--- src/rtl/sic_pkg.sv ---
// Package with sizes, opcodes and shared types of the string interleave checker.
`default_nettype none

package sic_pkg;

  // Longest first or second string that the block holds.
  localparam int unsigned MAX_LEN = 64;

  // Width of a string length (0 .. MAX_LEN).
  localparam int unsigned LEN_W = $clog2(MAX_LEN + 1);
  // Width of an index into a string store (0 .. MAX_LEN-1).
  localparam int unsigned IDX_W = ($clog2(MAX_LEN) > 0) ? $clog2(MAX_LEN) : 1;
  // The target count saturates here, so an overlong target never matches.
  localparam int unsigned TGT_SAT = 2 * MAX_LEN + 1;
  localparam int unsigned TGT_W = $clog2(TGT_SAT + 1);

  typedef enum logic [1:0] {
    OP_FIRST  = 2'd0,
    OP_SECOND = 2'd1,
    OP_TARGET = 2'd2,
    OP_END    = 2'd3
  } op_e;

  typedef logic [7:0] char_t;

  // Controls from the sequencing logic to the reachability lattice.
  typedef struct packed {
    logic             load_first;
    logic             load_second;
    logic             step;
    logic             clear_bits;
    logic             restart;
    char_t            ch;
    logic [LEN_W-1:0] first_len;
    logic [LEN_W-1:0] second_len;
    logic [TGT_W-1:0] tgt_cnt;
  } reach_ctl_t;

endpackage

`default_nettype wire

--- src/rtl/sic_reach.sv ---
// String stores and the reachable split-point lattice of the checker.
`default_nettype none

module sic_reach (
  input  wire logic                clk_i,
  input  wire logic                rst_ni,
  input  wire sic_pkg::reach_ctl_t ctl_i,
  output logic                     end_hit_o
);

  localparam int unsigned N = sic_pkg::MAX_LEN;

  // First string, read by each lane above lane zero at a fixed entry.
  sic_pkg::char_t first_mem_q [N];
  // Second string characters not yet lined up with lane zero.
  sic_pkg::char_t second_queue_q [N];
  // window_q[k] holds second[t-1-k], so lane k+1 always reads its own entry.
  sic_pkg::char_t window_q [N];

  logic [N:0] reach_q;
  logic [N:0] reach_step;

  always_ff @(posedge clk_i) begin
    if (ctl_i.load_first) begin
      first_mem_q[ctl_i.first_len[sic_pkg::IDX_W-1:0]] <= ctl_i.ch;
    end
  end

  always_ff @(posedge clk_i) begin
    if (ctl_i.load_second) begin
      second_queue_q[ctl_i.second_len[sic_pkg::IDX_W-1:0]] <= ctl_i.ch;
    end else if (ctl_i.step) begin
      for (int k = 0; k < N - 1; k++) begin
        second_queue_q[k] <= second_queue_q[k+1];
      end
      window_q[0] <= second_queue_q[0];
      for (int k = 1; k < N; k++) begin
        window_q[k] <= window_q[k-1];
      end
    end
  end

  // Bit i means i first-string characters and t-i second-string characters
  // can account for the target so far.
  for (genvar i = 0; i <= N; i++) begin : g_lane
    logic                     via_first;
    logic                     via_second;
    logic [sic_pkg::TGT_W-1:0] sec_idx;
    sic_pkg::char_t           sec_char;

    if (i == 0) begin : g_lo
      assign via_first = 1'b0;
      assign sec_char  = second_queue_q[0];
    end else begin : g_hi
      assign via_first = (sic_pkg::LEN_W'(i - 1) < ctl_i.first_len)
                      && (sic_pkg::TGT_W'(i - 1) <= ctl_i.tgt_cnt)
                      && reach_q[i-1]
                      && (first_mem_q[i-1] == ctl_i.ch);
      assign sec_char  = window_q[i-1];
    end

    assign sec_idx    = ctl_i.tgt_cnt - sic_pkg::TGT_W'(i);
    assign via_second = (sic_pkg::TGT_W'(i) <= ctl_i.tgt_cnt)
                     && (sec_idx < sic_pkg::TGT_W'(ctl_i.second_len))
                     && reach_q[i]
                     && (sec_char == ctl_i.ch);
    assign reach_step[i] = via_first || via_second;
  end

  always_ff @(posedge clk_i or negedge rst_ni) begin
    if (!rst_ni) begin
      reach_q <= (N+1)'(1);
    end else if (ctl_i.restart) begin
      reach_q <= (N+1)'(1);
    end else if (ctl_i.clear_bits) begin
      reach_q <= '0;
    end else if (ctl_i.step) begin
      reach_q <= reach_step;
    end
  end

  assign end_hit_o = reach_q[ctl_i.first_len];

endmodule

`default_nettype wire

--- config.mk ---
export PLATFORM = sky130hd
export DESIGN_NAME = sic_reach
export DESIGN_NICKNAME = d
export VERILOG_FILES = /design/src/rtl/sic_pkg.sv /design/src/rtl/sic_reach.sv
export SDC_FILE = /design/constraint.sdc
export NUM_CORES = 2
export LEC_CHECK = 0
export BUFFER_PORTS_ARGS = -buffer_cell sky130_fd_sc_hd__buf_2
export CORE_ASPECT_RATIO = 1.75
export CORE_MARGIN = 4
export CORE_UTILIZATION = 48
export CTS_CLUSTER_SIZE = 24
export DETAILED_ROUTE_END_ITERATION = 8
export PLACE_DENSITY = 0.64
export SLEW_MARGIN = 0
export SYNTH_ARGS = -nofsm -noshare
export SYNTH_HDL_FRONTEND = slang
export SYNTH_SLANG_ARGS = --single-unit
export TNS_END_PERCENT = 30
--- constraint.sdc ---
create_clock -name clk_i -period 2.8 [get_ports clk_i]
set_input_delay 0.42 -clock clk_i [delete_from_list [all_inputs] [get_ports clk_i]]
set_output_delay 0.42 -clock clk_i [all_outputs]
set_load 0.005 [all_outputs]
### Yosys cells after proc, flatten, opt, wreduce, memory -nomap -nowiden

Memories as Yosys holds them, arrays and structs flattened.
Cells that the tools add are included.

* register bits after elaboration: 65
* bits in latches: 0
* bits in writable memories: 1536
* ROM bits: 0
* output and inout bits: 1
* logic and storage cells: 860
* memories: 3

Memory list
* first_mem_q: depth 64, bits a word 8, rd ports 64, clocked after memory_dff 0, wr ports 1, RTL line sic_reach.sv:14 `sic_pkg::char_t first_mem_q [N];`
* second_queue_q: depth 64, bits a word 8, rd ports 64, clocked after memory_dff 0, wr ports 63, RTL line sic_reach.sv:16 `sic_pkg::char_t second_queue_q [N];`
* window_q: depth 64, bits a word 8, rd ports 64, clocked after memory_dff 0, wr ports 64, RTL line sic_reach.sv:18 `sic_pkg::char_t window_q [N];`

* add/subtract/negate cells: 64
* multipliers: 0
* div/mod/pow operators: 0
* order comparisons: 195
* eq/ne operators: 129
* shift operators: 0
* mux-type cells: 15
* bitwise operators: 0
* reductions and logical operators: 453

Operators with widths (count)
* $eq A8 B8 Y1: 129
* $lt A8 B7 Y1: 65
* $logic_and A1 B1 Y1: 387
* $le A6 B8 Y1 const A: 32
* $sub A8 B6 Y8 const B: 32
* $lt A6 B7 Y1 const A: 32
* $mux W65: 3
* $le A5 B8 Y1 const A: 16
* $sub A8 B5 Y8 const B: 16
* $lt A5 B7 Y1 const A: 16
* $le A4 B8 Y1 const A: 8
* $logic_or A1 B1 Y1: 64
* $sub A8 B4 Y8 const B: 8
* $lt A4 B7 Y1 const A: 8
* $le A3 B8 Y1 const A: 4
* $sub A8 B3 Y8 const B: 4
* $lt A3 B7 Y1 const A: 4
* $le A1 B8 Y1 const A: 2
* $le A2 B8 Y1 const A: 2
* $sub A8 B2 Y8 const B: 2
* $lt A1 B7 Y1 const A: 2
* $lt A2 B7 Y1 const A: 2
* $mux W1: 9
* $le A7 B8 Y1 const A: 1
* 8 further kinds: 8

### Depth between registers and ports, before layout

* depth in word-level cells: 9
* depth in mapped cells: 15
* mapped depth without buffers: 12

### Worst setup path after synthesis

No wires, ideal clock.

* path type: input -> register
* start point: in ctl_i[33] (netlist bit)
* end point: mem second_queue_q[1][0] (netlist bit) (data pin)
* library setup time: 0.211 ns
* arrival time: 15.807 ns
* setup slack: -13.218 ns
* stages: 5
* buffers on the path: 2
* path through: nand2b_1 clkbuf_1 inv_2 clkbuf_1 a21o_1

RTL lines
* start: declaration: RTL line sic_reach.sv:7 `input wire sic_pkg::reach_ctl_t ctl_i,`
* end: declaration: RTL line sic_reach.sv:16

### Worst setup path after layout

* start point: reg reach_q[44]
* end point: out end_hit_o

* cells in the longest elaborated chain, start to end: 2

RTL lines
* start: declaration: RTL line sic_reach.sv:20 `logic [N:0] reach_q;`
* start signal: assignment: RTL line sic_reach.sv:72 `reach_q <= (N+1)'(1);`
* start signal: assignment: RTL line sic_reach.sv:74 `reach_q <= (N+1)'(1);`
* start signal: assignment: RTL line sic_reach.sv:78 `reach_q <= reach_step;`
* $bmux W1 S7: RTL line sic_reach.sv:82 `assign end_hit_o = reach_q[ctl_i.first_len];`
* $mux W1 (not written as such): RTL line sic_reach.sv:82
* end: declaration: RTL line sic_reach.sv:8 `output logic end_hit_o`

No other way between the ends. The select of a mux whose other input is x is not followed.

==> key figures <==
Outcome
  • Status: complete, but fails checks
  • Failing checks: negative setup slack

Final layout
  • Layout area overhead: 18.8%
  • Final Core Density: 0.573
  • Commonest non-fill, non-tap cells in the layout: 1536 x edfxtp_1, 845 x buf_4, 813 x xnor2_1
  • Fraction of layout cells with a size suffix above 1: 0.191
  • Nets@finish: between 6000 and 7000
  • Filler cells: around 13000
  • Commonest non-fill, non-tap cell in the layout: edfxtp_1

Critical path
  • Crit Path Class: flop to primary output
  • R2R cell count: 6
  • Slowest Stage Delay on Critical Path: 0.54 ns
  • Worst path slowest cell: mux4_2
  • CP Data Required Time: roughly 2.4 ns
  • R2r startpoint: window_q[0][32]
  • R2r endpoint: reach_q[5]
  • Critical path endpoint category: primary output
  • Worst Path Arrival: 2.94 ns
  • Crit path launch type: flop
  • Critical Path, Cell by Cell: mux4_2 > mux4_2 > nand3_2 > o21ai_2 > a31oi_1 > o21ai_2 > buf_2
  • Top cell family by delay on the critical path: multiplexers
  • CP Max Fanout: 2
  • WP buf/inv: 1
  • Reg2reg setup slack: 0.47 ns

Drt
  • WL/cell: 29.8 um
  • 1st-iter DRT viols: 4232
  • Routed WL: 251000 um
  • Pre-antenna DRT Iters: 6
  • Routed vias: 48738
  • Vias per cell: roughly 5.8
  • DRC: 0
  • DRT antenna net count: 0

Min path
  • Hold WC Path Type: input pin to flop
  • Worst Hold Path EP: first_mem_q[14][1]
  • Min-delay src: ctl_i[23]
  • Hold path depth: 1

Floorplanning
  • IO Pins: 38
  • Die height: 532 um
  • Die W: 308 um
  • Initial core utilization: 0.482
  • Core ar.: roughly 160000 um^2
  • Row cnt: 192
  • Die ar.: 164000 um^2

Placed design
  • Post-DP HPWL: 189000 um
  • Count of buffers from port buffering: 37
  • Gpl congestion: slightly above 1

Timing
  • Final setup skew: 0.0516 ns
  • FMAX: 298 MHz
  • Worst-margin pin slew: between 1 and 1.5 ns
  • Final hold viol count: 0
  • Minimum clock period: 3.36 ns
  • Slew HR: 0.112
  • Fin worst setup slack: -0.561 ns
  • Max Transition Viols Final: 0
  • # setup viols final: 1
  • Tcrit/Tclk final: 1.20
  • Final hold slack: roughly 0.053 ns
  • Unrepaired setup endpoints after global routing: yes

Global routing
  • First-pass GRT wire length: 357000 um
  • Largest net degree at the start of global routing: 79
  • Number of global-route vias before repair: 50199
  • Overflow after GRT: 0
  • GRT Total Usage: 0.303
  • Initial antenna violation count: 6

Synth
  • Most used flip-flop cell after synthesis: edfxtp_1
  • Yosys cell types: 75
  • Register area share after synthesis: 0.633
  • Yosys Warn Count: 0
  • Mean area per synthesized cell: approximately 14 um^2
  • Syn Nets: 5744
  • EDFF count, synth: roughly 1500
  • Async set or reset register ratio after synthesis: 0.0406
  • Post-synthesis cell count: 5490
  • Synthesis-stage register bit count: 1601
  • Synth Cell Area: ~75000 um^2

Clock network
  • Reg clk slew, reported paths: 0.07 ns
  • CTS buffer count: ~160
  • CTS tree: yes
  • Clk buf depth: 4
  • Max H-tree Level: 4
  • Clock sinks: 1601
  • Post-CTS setup buffer count: 0
  • Root Buffer: clkbuf_16
  • Worst skew pair latency: 0.83 ns

Pwr
  • VDD IR max: 0.000561 V
  • Pleak: 34.2 nW
  • Pwr Density: 606 nW/um^2

Job
  • Total of max-cap violations: 0
==> cells in the mapped netlist, drive strengths merged, types with 6 or more instances <==
master   instances  area share
and3            17      0.0014
a22oi           26      0.0026
a31oi           35      0.0029
a21o           549       0.055
nor4           103      0.0085
nor2           127      0.0063
and2            15      0.0012
o21ai          198       0.013
o2111ai         12      0.0014
nand2b          12     0.00099
a21boi          21      0.0021
a2111oi         38      0.0044
inv            101      0.0050
nand2          220       0.011
nor3            52      0.0034
nand3           74      0.0049
edfxtp        1536        0.61
xor2           379       0.044
buf            178       0.012
clkbuf         168      0.0084
o31ai           11      0.0011
a41oi            8     0.00093
nor2b           27      0.0022
mux4            14      0.0042
xnor2          813       0.094
dfrtp           64       0.021
or4             13      0.0013
or3              6     0.00050
nand4          193       0.016
a211oi           6     0.00060
mux2i           11      0.0015
a21oi          172       0.011
o21a             6     0.00060
ha             217       0.036
==> flip-flops by register name (all words and copies together) (netlist names) <==
signal / count
first_mem_q: 512
window_q: 512
reach_q: 65
second_queue_q: 512
==> worst max-delay path by stage <==
stage / cells after the start / end / startpoint / slack [ns]
floorplan: 7 / reach_q[48] / ctl_i[14] / -0.61
global route: 7 / end_hit_o / reach_q[42] / -0.60
CTS: 7 / end_hit_o / reach_q[42] / -0.55
global placement: 14 / reach_q[59] / ctl_i[2] / -1.09
detailed placement: 15 / reach_q[27] / ctl_i[2] / -1.12
finish: 7 / end_hit_o / reach_q[44] / -0.56
==> where the power goes <==
| group | switching, mW | internal [mW] |
|---|---|---|
| clock | 8.90 | 11.5 |
| combinational | 3.83 | 2.57 |
| sequential | 0.387 | 27.1 |
| total | 13.1 | 41.2 |
==> per-layer routing <==
layer | global-route usage | routed length (um)
met2 | 0.534 | 128000
met5 | 0 | 11
met3 | 0.0362 | 10400
met4 | 0.255 | 26600
met1 | 0.323 | 85900
==> repair_timing <==
item / CTS / global route
hold buffers: 6 / 0
resized for setup: 6 / 4
setup endpoints to repair: 3 / 4
pin swaps: 1 / 1
endpoints found under the hold margin: 37 / 0
==> stage by stage <==
stage | worst slack (ns) | power [mW] | setup TNS [ns] | cells | area, um^2
after floorplan | -0.606 | 31.3 | -54.57 | 5490 | 75500
after global placement | -1.09 | 34.3 | -21.74 | 8148 | 84800
after detailed placement | -1.12 | 34.4 | -23.31 | 8148 | 84800
after CTS | -0.552 | 54.7 | -0.552 | 8417 | 89600
after global routing | -0.604 | 56.1 | -0.604 | 8419 | 89700
final | -0.561 | 54.3 | -0.561 | 8420 | 89700
==> layout make-up <==
class	count	area, um^2	share of cell area
tap	2037	2550	0.0284
sequential	1601	47800	0.533
multi-input combinational	3441	25800	0.288
clock buffer	185	4010	0.0447
clock inverter	79	764	0.00853
inverter	102	393	0.00438
antenna	3	7.51	0.0000837
timing repair buffer	972	8370	0.0933
==> kinds of logic (layout without fill, tap and decap cells) <==
kind of cell	Yosys count	after routing	share of synthesized area
flops	1601	1601	0.633
xor+xnor	1192	1192	0.138
compound gates	1128	1128	0.101
simple gates	878	878	0.0601
buf+inv	448	1338	0.0258
fa+ha+maj	217	217	0.0360
mux	26	26	0.00579
other cells	0	3	0
(Power assumes the default switching activity.)
